[config.mk]
export PLATFORM = sky130hd
export DESIGN_NAME = key_velocity_region_matcher_top
export DESIGN_NICKNAME = d
export VERILOG_FILES = /design/src/sv/kvrm_pkg.sv /design/src/sv/kvrm_cell.sv /design/src/sv/key_velocity_region_matcher_top.sv
export SDC_FILE = /design/constraint.sdc
export NUM_CORES = 2
export LEC_CHECK = 0
export BUFFER_PORTS_ARGS = -buffer_cell sky130_fd_sc_hd__buf_2
export CORE_UTILIZATION = 45
export DETAILED_ROUTE_END_ITERATION = 6
export HOLD_SLACK_MARGIN = 0.05
export SYNTH_ARGS = -nofsm -noshare
export SYNTH_HDL_FRONTEND = slang
export SYNTH_SLANG_ARGS = --single-unit
[constraint.sdc]
create_clock -name clk_i -period 7.1 [get_ports clk_i]
set_clock_uncertainty 0.2 [all_clocks]
set_input_delay 0.71 -clock clk_i [delete_from_list [all_inputs] [get_ports clk_i]]
set_output_delay 0.71 -clock clk_i [all_outputs]
set_load 0.03 [all_outputs]
[src/sv/kvrm_pkg.sv]
// Shared types and constants for the key/velocity region matcher.
package kvrm_pkg;

  localparam int unsigned MaxRegions = 64;
  localparam int unsigned IdxW       = $clog2(MaxRegions);
  localparam int unsigned CntW       = $clog2(MaxRegions + 1);
  localparam int unsigned ValW       = 7;
  localparam int unsigned SrcW       = 16;

  localparam logic CmdAdd   = 1'b0;
  localparam logic CmdQuery = 1'b1;

  typedef enum logic [1:0] {
    ST_IDLE,
    ST_WALK,
    ST_FLUSH
  } state_e;

  typedef struct packed {
    logic [ValW-1:0] key_lo;
    logic [ValW-1:0] key_hi;
    logic [ValW-1:0] vel_lo;
    logic [ValW-1:0] vel_hi;
    logic [SrcW-1:0] src;
    logic            is_gen;
  } region_t;

  typedef struct packed {
    logic shift;
    logic load;
  } cell_ctrl_t;

  typedef struct packed {
    logic [IdxW-1:0] idx;
    logic [SrcW-1:0] src;
    logic            is_gen;
    logic [CntW-1:0] cnt;
  } pend_t;

  typedef struct packed {
    logic            hit;
    logic [IdxW-1:0] idx;
    logic [SrcW-1:0] src;
    logic            is_gen;
    logic [CntW-1:0] cnt;
    logic            full;
    logic            last;
  } result_t;

endpackage

[src/sv/kvrm_cell.sv]
// One ring cell holding a single stored region.
module kvrm_cell (
  input  logic                clk_i,
  input  kvrm_pkg::cell_ctrl_t ctrl_i,
  input  kvrm_pkg::region_t   wr_i,
  input  kvrm_pkg::region_t   nbr_i,
  output kvrm_pkg::region_t   region_o
);
  import kvrm_pkg::*;

  region_t region_q;

  always_ff @(posedge clk_i) begin
    if (ctrl_i.load) begin
      region_q <= wr_i;
    end else if (ctrl_i.shift) begin
      region_q <= nbr_i;
    end
  end

  assign region_o = region_q;

endmodule

[src/sv/key_velocity_region_matcher_top.sv]
// Top level of the key/velocity region matcher: region ring, walk control, result register.
//
// An add's result word appears on the cycle after start and the block is ready again at
// once. A query holds busy through the walk and flush states: the stored regions sit in a
// ring of 64 cells that rotates one place per cycle past a single comparator, so every
// query makes one full turn of the ring, then the flush state emits the final word with
// any last match. Matches come out one word per cycle at most, each in the cycle after
// the next match is found; an item's final word carries last_o. The receiver cannot stall.
module key_velocity_region_matcher_top (
  input  logic                            clk_i,
  input  logic                            rst_ni,
  input  logic                            start,
  output logic                            busy,
  input  logic                            cmd_i,
  input  logic [kvrm_pkg::ValW-1:0]       note_key_i,
  input  logic [kvrm_pkg::ValW-1:0]       note_velocity_i,
  input  logic [kvrm_pkg::ValW-1:0]       key_low_i,
  input  logic [kvrm_pkg::ValW-1:0]       key_high_i,
  input  logic [kvrm_pkg::ValW-1:0]       vel_low_i,
  input  logic [kvrm_pkg::ValW-1:0]       vel_high_i,
  input  logic [kvrm_pkg::SrcW-1:0]       source_ref_i,
  input  logic                            source_is_generator_i,
  output logic                            result_valid_o,
  output logic                            hit_o,
  output logic [kvrm_pkg::IdxW-1:0]       region_index_o,
  output logic [kvrm_pkg::SrcW-1:0]       out_source_ref_o,
  output logic                            out_is_generator_o,
  output logic [kvrm_pkg::CntW-1:0]       match_count_o,
  output logic                            table_full_o,
  output logic                            last_o
);
  import kvrm_pkg::*;

  localparam logic [IdxW-1:0] LastPos = IdxW'(MaxRegions - 1);
  localparam logic [CntW-1:0] Full    = CntW'(MaxRegions);

  state_e          state_q, state_d;
  logic [IdxW-1:0] pos_q, pos_d;
  logic [CntW-1:0] count_q, count_d;
  logic [ValW-1:0] key_q, key_d;
  logic [ValW-1:0] vel_q, vel_d;
  logic [CntW-1:0] n_q, n_d;
  logic            pend_valid_q, pend_valid_d;
  pend_t           pend_q, pend_d;
  logic            out_valid_q, out_valid_d;
  result_t         out_q, out_d;
  logic            shift;
  logic            load;
  logic            match;
  region_t         wr;
  region_t         ring [MaxRegions];

  assign wr = '{key_lo: key_low_i, key_hi: key_high_i, vel_lo: vel_low_i,
                vel_hi: vel_high_i, src: source_ref_i, is_gen: source_is_generator_i};

  for (genvar i = 0; i < MaxRegions; i++) begin : g_cell
    cell_ctrl_t ctrl;
    assign ctrl.shift = shift;
    assign ctrl.load  = load && (count_q[IdxW-1:0] == IdxW'(i));
    kvrm_cell u_cell (
      .clk_i   (clk_i),
      .ctrl_i  (ctrl),
      .wr_i    (wr),
      .nbr_i   (ring[(i + 1) % MaxRegions]),
      .region_o(ring[i])
    );
  end

  assign match = ({1'b0, pos_q} < count_q) &&
                 (key_q >= ring[0].key_lo) && (key_q <= ring[0].key_hi) &&
                 (vel_q >= ring[0].vel_lo) && (vel_q <= ring[0].vel_hi);

  always_comb begin
    state_d      = state_q;
    pos_d        = pos_q;
    count_d      = count_q;
    key_d        = key_q;
    vel_d        = vel_q;
    n_d          = n_q;
    pend_valid_d = pend_valid_q;
    pend_d       = pend_q;
    out_valid_d  = 1'b0;
    out_d        = out_q;
    shift        = 1'b0;
    load         = 1'b0;
    unique case (state_q)
      ST_IDLE: begin
        if (start) begin
          if (cmd_i == CmdAdd) begin
            out_valid_d = 1'b1;
            if (count_q >= Full) begin
              out_d = '{hit: 1'b0, idx: '0, src: '0, is_gen: 1'b0, cnt: '0,
                        full: 1'b1, last: 1'b1};
            end else begin
              out_d = '{hit: 1'b1, idx: count_q[IdxW-1:0], src: source_ref_i,
                        is_gen: source_is_generator_i, cnt: '0, full: 1'b0, last: 1'b1};
              load    = 1'b1;
              count_d = count_q + CntW'(1);
            end
          end else begin
            key_d        = note_key_i;
            vel_d        = note_velocity_i;
            pos_d        = '0;
            n_d          = '0;
            pend_valid_d = 1'b0;
            state_d      = ST_WALK;
          end
        end
      end
      ST_WALK: begin
        shift = 1'b1;
        if (match) begin
          n_d          = n_q + CntW'(1);
          pend_d       = '{idx: pos_q, src: ring[0].src, is_gen: ring[0].is_gen,
                           cnt: n_q + CntW'(1)};
          pend_valid_d = 1'b1;
          if (pend_valid_q) begin
            out_valid_d = 1'b1;
            out_d = '{hit: 1'b1, idx: pend_q.idx, src: pend_q.src, is_gen: pend_q.is_gen,
                      cnt: pend_q.cnt, full: 1'b0, last: 1'b0};
          end
        end
        if (pos_q == LastPos) begin
          state_d = ST_FLUSH;
        end else begin
          pos_d = pos_q + IdxW'(1);
        end
      end
      ST_FLUSH: begin
        out_valid_d = 1'b1;
        if (pend_valid_q) begin
          out_d = '{hit: 1'b1, idx: pend_q.idx, src: pend_q.src, is_gen: pend_q.is_gen,
                    cnt: pend_q.cnt, full: 1'b0, last: 1'b1};
        end else begin
          out_d = '{hit: 1'b0, idx: '0, src: '0, is_gen: 1'b0, cnt: '0,
                    full: 1'b0, last: 1'b1};
        end
        pend_valid_d = 1'b0;
        state_d      = ST_IDLE;
      end
      default: begin
        state_d = ST_IDLE;
      end
    endcase
  end

  always_ff @(posedge clk_i or negedge rst_ni) begin
    if (!rst_ni) begin
      state_q      <= ST_IDLE;
      pos_q        <= '0;
      count_q      <= '0;
      n_q          <= '0;
      pend_valid_q <= 1'b0;
      out_valid_q  <= 1'b0;
    end else begin
      state_q      <= state_d;
      pos_q        <= pos_d;
      count_q      <= count_d;
      n_q          <= n_d;
      pend_valid_q <= pend_valid_d;
      out_valid_q  <= out_valid_d;
    end
  end

  always_ff @(posedge clk_i) begin
    key_q  <= key_d;
    vel_q  <= vel_d;
    pend_q <= pend_d;
    out_q  <= out_d;
  end

  assign busy               = (state_q != ST_IDLE);
  assign result_valid_o     = out_valid_q;
  assign hit_o              = out_q.hit;
  assign region_index_o     = out_q.idx;
  assign out_source_ref_o   = out_q.src;
  assign out_is_generator_o = out_q.is_gen;
  assign match_count_o      = out_q.cnt;
  assign table_full_o       = out_q.full;
  assign last_o             = out_q.last;

  a_nonlast_is_hit: assert property (@(posedge clk_i) disable iff (!rst_ni)
    (result_valid_o && !last_o) |-> hit_o)
    else $error("non-final word without a hit");

  a_full_no_hit: assert property (@(posedge clk_i) disable iff (!rst_ni)
    (result_valid_o && table_full_o) |-> (!hit_o && last_o))
    else $error("table-full word carries a hit");

  a_count_bound: assert property (@(posedge clk_i) disable iff (!rst_ni)
    count_q <= Full)
    else $error("region count beyond table size");

  a_flush_emits: assert property (@(posedge clk_i) disable iff (!rst_ni)
    (state_q == ST_FLUSH) |=> (result_valid_o && last_o))
    else $error("query ended without a final word");

endmodule
== After elaboration in Yosys (flattened, before gate mapping) ==
Cells that the tools add are included.
Word-level totals
  bits in registers: 2981
  bits in latches: 0
  memory bits (writable): 0
  bits in read-only memories: 0
  bits of input ports: 63
  output and inout port bits: 35
  word-level logic and storage cells: 793
  memories kept: 0
Operators by class
  add/sub/neg operators: 3
  multiply operators: 0
  divide/modulo/power cells: 0
  $lt $le $gt $ge: 6
  eq/ne operators: 73
  shift-type cells: 0
  mux-type cells: 161
  bitwise logic cells: 2
  reductions and logical operators: 145
Operators with widths (number)
  $mux W45: 128
  $eq A6 B6 Y1 const B: 33
  $mux W33: 6
  $reduce_bool A2 Y1: 66
  $pmux W33 S3: 1
  $eq A6 B5 Y1 const B: 16
  $logic_and A1 B1 Y1: 68
  $eq A6 B4 Y1 const B: 8
  $eq A6 B3 Y1 const B: 4
  $mux W7: 3
  $mux W6: 3
  $reduce_and A4 Y1: 4
  $add A7 B1 Y7 const B: 2
  $ge A7 B7 Y1: 2
  $le A7 B7 Y1: 2
  $ne A2 B2 Y1 const B: 7
  $pmux W7 S2: 1
  $eq A6 B2 Y1 const B: 2
  $mux W1: 12
  $pmux W6 S2: 1
  $ge A7 B7 Y1 const B: 1
  $lt A6 B7 Y1: 1
  $add A6 B1 Y6 const B: 1
  $eq A6 B1 Y1 const B: 1
  12 further kinds: 17

== Logic depth before layout (Yosys ltp) ==
  depth after elaboration: 7
  depth in mapped cells: 10
  mapped depth without buffers: 9

== Modules after synthesis ==
Synthesis repeated with hierarchy kept, for this count alone.
Second synthesis, totals
  cell total of the unflattened synthesis: 6628
  area total of the unflattened synthesis: 139845.4 um^2
By module, submodules not included
  kvrm_cell: times used 64, cells each 96, area each 2102.0 um^2, seq. area each 1351.3 um^2
  key_velocity_region_matcher_top: times used 1, cells each 484, area each 5316.3 um^2, seq. area each 2912.8 um^2

== Least setup slack after synthesis ==
Ideal clock, no wire load.
  kind: reg2reg
  from: reg count_q[5]
  to: reg out_q, in the netlist hit_o, enable pin
  library setup time: 0.438 ns
  arrival time: 5.627 ns
  data required time: 6.462 ns
  path slack: 0.835 ns
  stages on the path, launching flop included: 10
  buffers on the path: 1
  clock period less this slack: 6.265 ns
  cell sequence: dfrtp_1 -> buf_2 -> inv_2 -> ha_1 -> a21oi_1 -> o22ai_1 -> a211o_1 -> nor3_1 -> nand2_1 -> a22oi_1
Between the ends
  longest elaborated chain between the ends: 7
RTL lines
  start, declared: line key_velocity_region_matcher_top.sv:39  | logic [CntW-1:0] count_q, count_d;
  start signal, assigned: line key_velocity_region_matcher_top.sv:158  | count_q <= count_d;
  $lt A6 B7 Y1: line key_velocity_region_matcher_top.sv:69  | assign match = ({1'b0, pos_q} < count_q) &&
  $logic_and A1 B1 Y1: line key_velocity_region_matcher_top.sv:69
  $logic_and A1 B1 Y1 (2 in series): line key_velocity_region_matcher_top.sv:70  | (key_q >= ring[0].key_lo) && (key_q <= ring[0].key_hi) &&
  $logic_and A1 B1 Y1: line key_velocity_region_matcher_top.sv:71  | (vel_q >= ring[0].vel_lo) && (vel_q <= ring[0].vel_hi);
  $ne A2 B2 Y1 (no line)
  $reduce_and A5 Y1 (no line)
  end signal, assigned: line key_velocity_region_matcher_top.sv:169  | out_q <= out_d;
  end, declared: line key_velocity_region_matcher_top.sv:46  | result_t out_q, out_d;
No other way between the ends.
A chain may end at the register's enable or synchronous reset.

== Worst setup path after layout ==
  from: reg count_q[0]
  to: reg g_cell[12].u_cell.region_q, in the netlist g_cell[12].u_cell.region_o[14], enable pin
Between the ends
  longest elaborated chain between the ends: 7
  elaborated cells between the ends (all ways): 8
  classes of those cells: order compare (1); eq/ne (1); mux (4); reduce/logical (2)
RTL lines
  $ge A7 B7 Y1: line key_velocity_region_matcher_top.sv:91  | if (count_q >= Full) begin
  $mux W1: line key_velocity_region_matcher_top.sv:91
  $mux W1: line key_velocity_region_matcher_top.sv:89  | if (cmd_i == CmdAdd) begin
  $mux W1: line key_velocity_region_matcher_top.sv:88  | if (start) begin
  $mux W1: line key_velocity_region_matcher_top.sv:86  | unique case (state_q)
  $logic_and A1 B1 Y1 *: line key_velocity_region_matcher_top.sv:59  | assign ctrl.load = load && (count_q[IdxW-1:0] == IdxW'(i));
  $reduce_bool A2 Y1 (no line) *
  end signal, assigned: line kvrm_cell.sv:15  | region_q <= wr_i;
  end signal, assigned: line kvrm_cell.sv:17  | region_q <= nbr_i;
  end, declared: line kvrm_cell.sv:11  | region_t region_q;
Mark *: on every way between the ends. The rest lies on a longest branch, timed or not.

==> flow_results.xml <==
<?xml version="1.0" encoding="UTF-8"?>
<metrics>
  <group name="flow_run">
    <metric name="max_cap_violations" unit="">0</metric>
  </group>
  <group name="hold_path">
    <metric name="min_path_cells" unit="">4</metric>
    <metric name="hold_path_startpoint" unit="">cmd_i</metric>
    <metric name="timing.hold.worst.class" unit="">in2reg</metric>
    <metric name="min_to" unit="">pos_q[4]</metric>
  </group>
  <group name="critical_path">
    <metric name="critical_path.startpoint_type" unit="">flop</metric>
    <metric name="rr_endpoint" unit="">g_cell[12].u_cell.region_o[14]</metric>
    <metric name="cp_top_family" unit="">simple AND/OR/NAND/NOR gates</metric>
    <metric name="timing.reg2reg.setup_slack" unit="ps">2350</metric>
    <metric name="critical_path_class" unit="">reg2reg</metric>
    <metric name="crit_chain" unit="">inv_1, ha_1, nand3_1, nand2b_2, nand2_2</metric>
    <metric name="worst_r2r_path_depth" unit="">5</metric>
    <metric name="worst_path_largest_cell_delay" unit="ps">1210</metric>
    <metric name="worstPathBufferInverterCount" unit="">1</metric>
    <metric name="cp_data_arrival_time" unit="ps">5070</metric>
    <metric name="worst-endpoint-required" unit="ps">7410</metric>
    <metric name="critPathCaptureType" unit="">flop</metric>
    <metric name="crit-reg2reg-launch" unit="">count_q[0]</metric>
    <metric name="critical_path.max_fanout" unit="">46</metric>
    <metric name="crit_path_top_delay_cell" unit="">sky130_fd_sc_hd__nand2_2</metric>
  </group>
  <group name="sta">
    <metric name="fmaxAchievable" unit="MHz">210</metric>
    <metric name="grt_setup_unrepaired" unit="">false</metric>
    <metric name="max_slew.worst_pin.slew" unit="ps">1350</metric>
    <metric name="timing_hold_violations_final" unit="">0</metric>
    <metric name="fin_crit" unit="ps">4750</metric>
    <metric name="post-route-worst-setup-slack" unit="ps">2350</metric>
    <metric name="timing.slew.headroom" unit="%">9.78</metric>
    <metric name="report.final.setup_viol" unit="">0</metric>
    <metric name="final_worst_path_period_share" unit="%">66.9</metric>
    <metric name="timing_max_transition_violations_final" unit="">0</metric>
    <metric name="final.setup.tns" unit="ps">0</metric>
  </group>
  <group name="route">
    <metric name="routedWlPerCell" unit="µm">28.2</metric>
    <metric name="drcViolationCount" unit="">0</metric>
    <metric name="dr_total_vias" unit="">61500</metric>
    <metric name="via_per_inst" unit="">5.67</metric>
    <metric name="route.final.wire_length" unit="µm">306000</metric>
    <metric name="drtIter0Drc" unit="">5953</metric>
    <metric name="drt.antenna.violating_nets" unit="">0</metric>
    <metric name="drt_pre_antenna_iters" unit="">6</metric>
  </group>
  <group name="logic_synthesis">
    <metric name="yosys_warnings" unit="">0</metric>
    <metric name="synth_nets" unit="">6996</metric>
    <metric name="cell_area_after_technology_mapping" unit="µm²">127000</metric>
    <metric name="post_synth_inst_count" unit="">6889</metric>
    <metric name="yosys.cell_types.count" unit="">56</metric>
    <metric name="synth-seq-area-share" unit="%">70.2</metric>
    <metric name="avgSynthCellArea" unit="µm²">18.5</metric>
    <metric name="synth_enable_flop_cells" unit="">2957</metric>
    <metric name="synthFlopType" unit="">sky130_fd_sc_hd__edfxtp_1</metric>
    <metric name="synth.ff_latch_count" unit="">2981</metric>
    <metric name="ys_async_sr_fraction" unit="%">0.805</metric>
  </group>
  <group name="floorplan">
    <metric name="placementRows" unit="">194</metric>
    <metric name="floorplan.core_area" unit="µm²">280000</metric>
    <metric name="die_height" unit="µm">534</metric>
    <metric name="initial_utilization" unit="%">45.4</metric>
    <metric name="dieWidth" unit="µm">534</metric>
    <metric name="ios" unit="">98</metric>
    <metric name="total_die_area" unit="µm²">285000</metric>
  </group>
  <group name="clocking">
    <metric name="clk_root_buffer_cell" unit="">sky130_fd_sc_hd__clkbuf_16</metric>
    <metric name="cts.hold.buffers_added" unit="">15</metric>
    <metric name="clock-sinks" unit="">2981</metric>
    <metric name="ctsResizeCount" unit="">0</metric>
    <metric name="worst_skew_pair_latency" unit="ps">920</metric>
    <metric name="cts_tree" unit="">built</metric>
    <metric name="clockBufferDepth" unit="">4</metric>
    <metric name="cts-buffers-inserted" unit="">320</metric>
    <metric name="setup_repair_bufs_after_cts" unit="">0</metric>
    <metric name="cts_max_level" unit="">5</metric>
    <metric name="worst_setup_hold_path_clk_slew" unit="ps">60</metric>
  </group>
  <group name="global_route">
    <metric name="global_route.usage.total" unit="%">21.4</metric>
    <metric name="grt_start_max_net_pins" unit="">66</metric>
    <metric name="antenna_violations_before_repair" unit="">37</metric>
    <metric name="grt.overflow.total" unit="">0</metric>
    <metric name="first_global_vias" unit="">63400</metric>
    <metric name="grt_first_pass_wirelength" unit="µm">449000</metric>
  </group>
  <group name="placed_design">
    <metric name="place_congestion" unit="">0.853</metric>
    <metric name="dp_worst_slack" unit="ps">2320</metric>
    <metric name="portBuffers" unit="">97</metric>
    <metric name="placedCellCount" unit="">10200</metric>
    <metric name="dpl.hpwl" unit="µm">179000</metric>
  </group>
  <group name="status">
    <metric name="result_of_the_run" unit="">completed</metric>
  </group>
  <group name="finish">
    <metric name="layout.cells.most_common_list" unit="">sky130_fd_sc_hd__edfxtp_1 (2957), sky130_fd_sc_hd__mux2_2 (2725), sky130_fd_sc_hd__clkbuf_16 (329), sky130_fd_sc_hd__buf_4 (192), sky130_fd_sc_hd__mux2_1 (155)</metric>
    <metric name="nets" unit="">6965</metric>
    <metric name="multiInputGateArea" unit="µm²">35600</metric>
    <metric name="fillers" unit="">22400</metric>
    <metric name="commonest_non_fill_non_tap_cell_in_the_layout" unit="">sky130_fd_sc_hd__edfxtp_1</metric>
    <metric name="drive_gt1_share" unit="%">49.9</metric>
    <metric name="layout.cells.non_filler" unit="">10800</metric>
    <metric name="area_growth_syn_to_layout" unit="%">11.4</metric>
    <metric name="final-seq-area" unit="µm²">89400</metric>
  </group>
  <group name="pwr">
    <metric name="power_density" unit="nW/µm²">419</metric>
    <metric name="power.ir.vdd_worst" unit="mV">0.292</metric>
    <metric name="p_total" unit="µW">59400</metric>
    <metric name="power.leakage" unit="µW">0.0474</metric>
  </group>
</metrics>
worst register-to-register path: stages (launching register included):
cell and delay [ps]:
sky130_fd_sc_hd__dfrtp_1 450, sky130_fd_sc_hd__inv_1 160, sky130_fd_sc_hd__ha_1 620, sky130_fd_sc_hd__nand3_1 600
sky130_fd_sc_hd__nand2b_2 1010, sky130_fd_sc_hd__nand2_2 1250
cell usage after synthesis, types with 21 or more instances:
library cell / count / area [µm²]
sky130_fd_sc_hd__dfrtp_1: 24 / 601
sky130_fd_sc_hd__buf_2: 218 / 1090
sky130_fd_sc_hd__mux2_2: 2725 / 30700
sky130_fd_sc_hd__mux2_1: 155 / 1750
sky130_fd_sc_hd__buf_1: 64 / 240
sky130_fd_sc_hd__clkbuf_1: 310 / 1160
sky130_fd_sc_hd__nor2_1: 21 / 78.8
sky130_fd_sc_hd__nand2_1: 77 / 289
sky130_fd_sc_hd__inv_1: 39 / 146
sky130_fd_sc_hd__ha_1: 44 / 551
sky130_fd_sc_hd__edfxtp_1: 2957 / 88800
sky130_fd_sc_hd__o21ai_0: 35 / 175
sky130_fd_sc_hd__a22o_1: 27 / 236
registers in the layout, indices dropped and copies added (netlist names), 6 cells and up:
signal	cells
g_cell.u_cell.region_o	2880
out_source_ref_o	16
pend_q	30
region_index_o	6
count_q	7
vel_q	7
key_q	7
n_q	7
match_count_o	7
pos_q	6
per-stage QoR:
stage,cell area [µm²],utilization [%],hold WS [ps]
final,142000,50.6,161
after global routing,142000,50.6,128
after CTS,142000,50.6,60.3
after detailed placement,132000,46.9,245
after global placement,131000,46.9,272
after floorplan,127000,-,214
layer usage:
layer / vias to the layer above / track usage [%] / wire, µm
li1: 26800 / - / -
met4: 14 / 6.67 / 9040
met1: 32300 / 31.0 / 137000
met3: 480 / 4.77 / 24200
met2: 1900 / 31.9 / 136000
met5: - / 0 / 93
where the power goes:
part           internal [µW]  switching, µW  total (µW)
Sequential             29400           2350       31800
Combinational           4830           6580       11400
Clock                   9250           6980       16200
Total                  43500          15900       59400
cell families after synthesis:
logic type               after synthesis  share of synthesized area (%)
adder cells (fa/ha/maj)               44                          0.432
multiplexers                        2882                           25.5
AND/OR/NAND/NOR                      209                          0.996
buffers and inverters                656                           2.24
flip-flops                          2981                           70.2
XOR/XNOR                              10                         0.0688
AO/OA/AOI/OAI                        107                          0.569
cell type report:
type                            count  share of cell area, %
Timing Repair Buffer              262                   1.35
Clock buffer                      417                   6.07
Multi-Input combinational cell   3252                   25.1
Sequential cell                  2981                   63.0
Antenna cell                        7                 0.0124
Clock inverter                    165                   1.04
Inverter                           41                  0.112
Tap cell                         3724                   3.29
how the worst max path moves through the flow:
| stage | start | end | slack, ps | depth (start not counted) |
|---|---|---|---|---|
| after CTS | count_q[0] | g_cell[12].u_cell.region_o[37] | 2260 | 5 |
| after global placement | count_q[0] | g_cell[12].u_cell.region_o[15] | 2420 | 5 |
| after floorplan | count_q[5] | hit_o | 830 | 9 |
| final | count_q[0] | g_cell[12].u_cell.region_o[14] | 2350 | 5 |
| after detailed placement | count_q[0] | g_cell[12].u_cell.region_o[27] | 2320 | 5 |
| after global routing | count_q[0] | g_cell[12].u_cell.region_o[3] | 2050 | 5 |
Note: power is estimated with default switching activity, not from simulation.
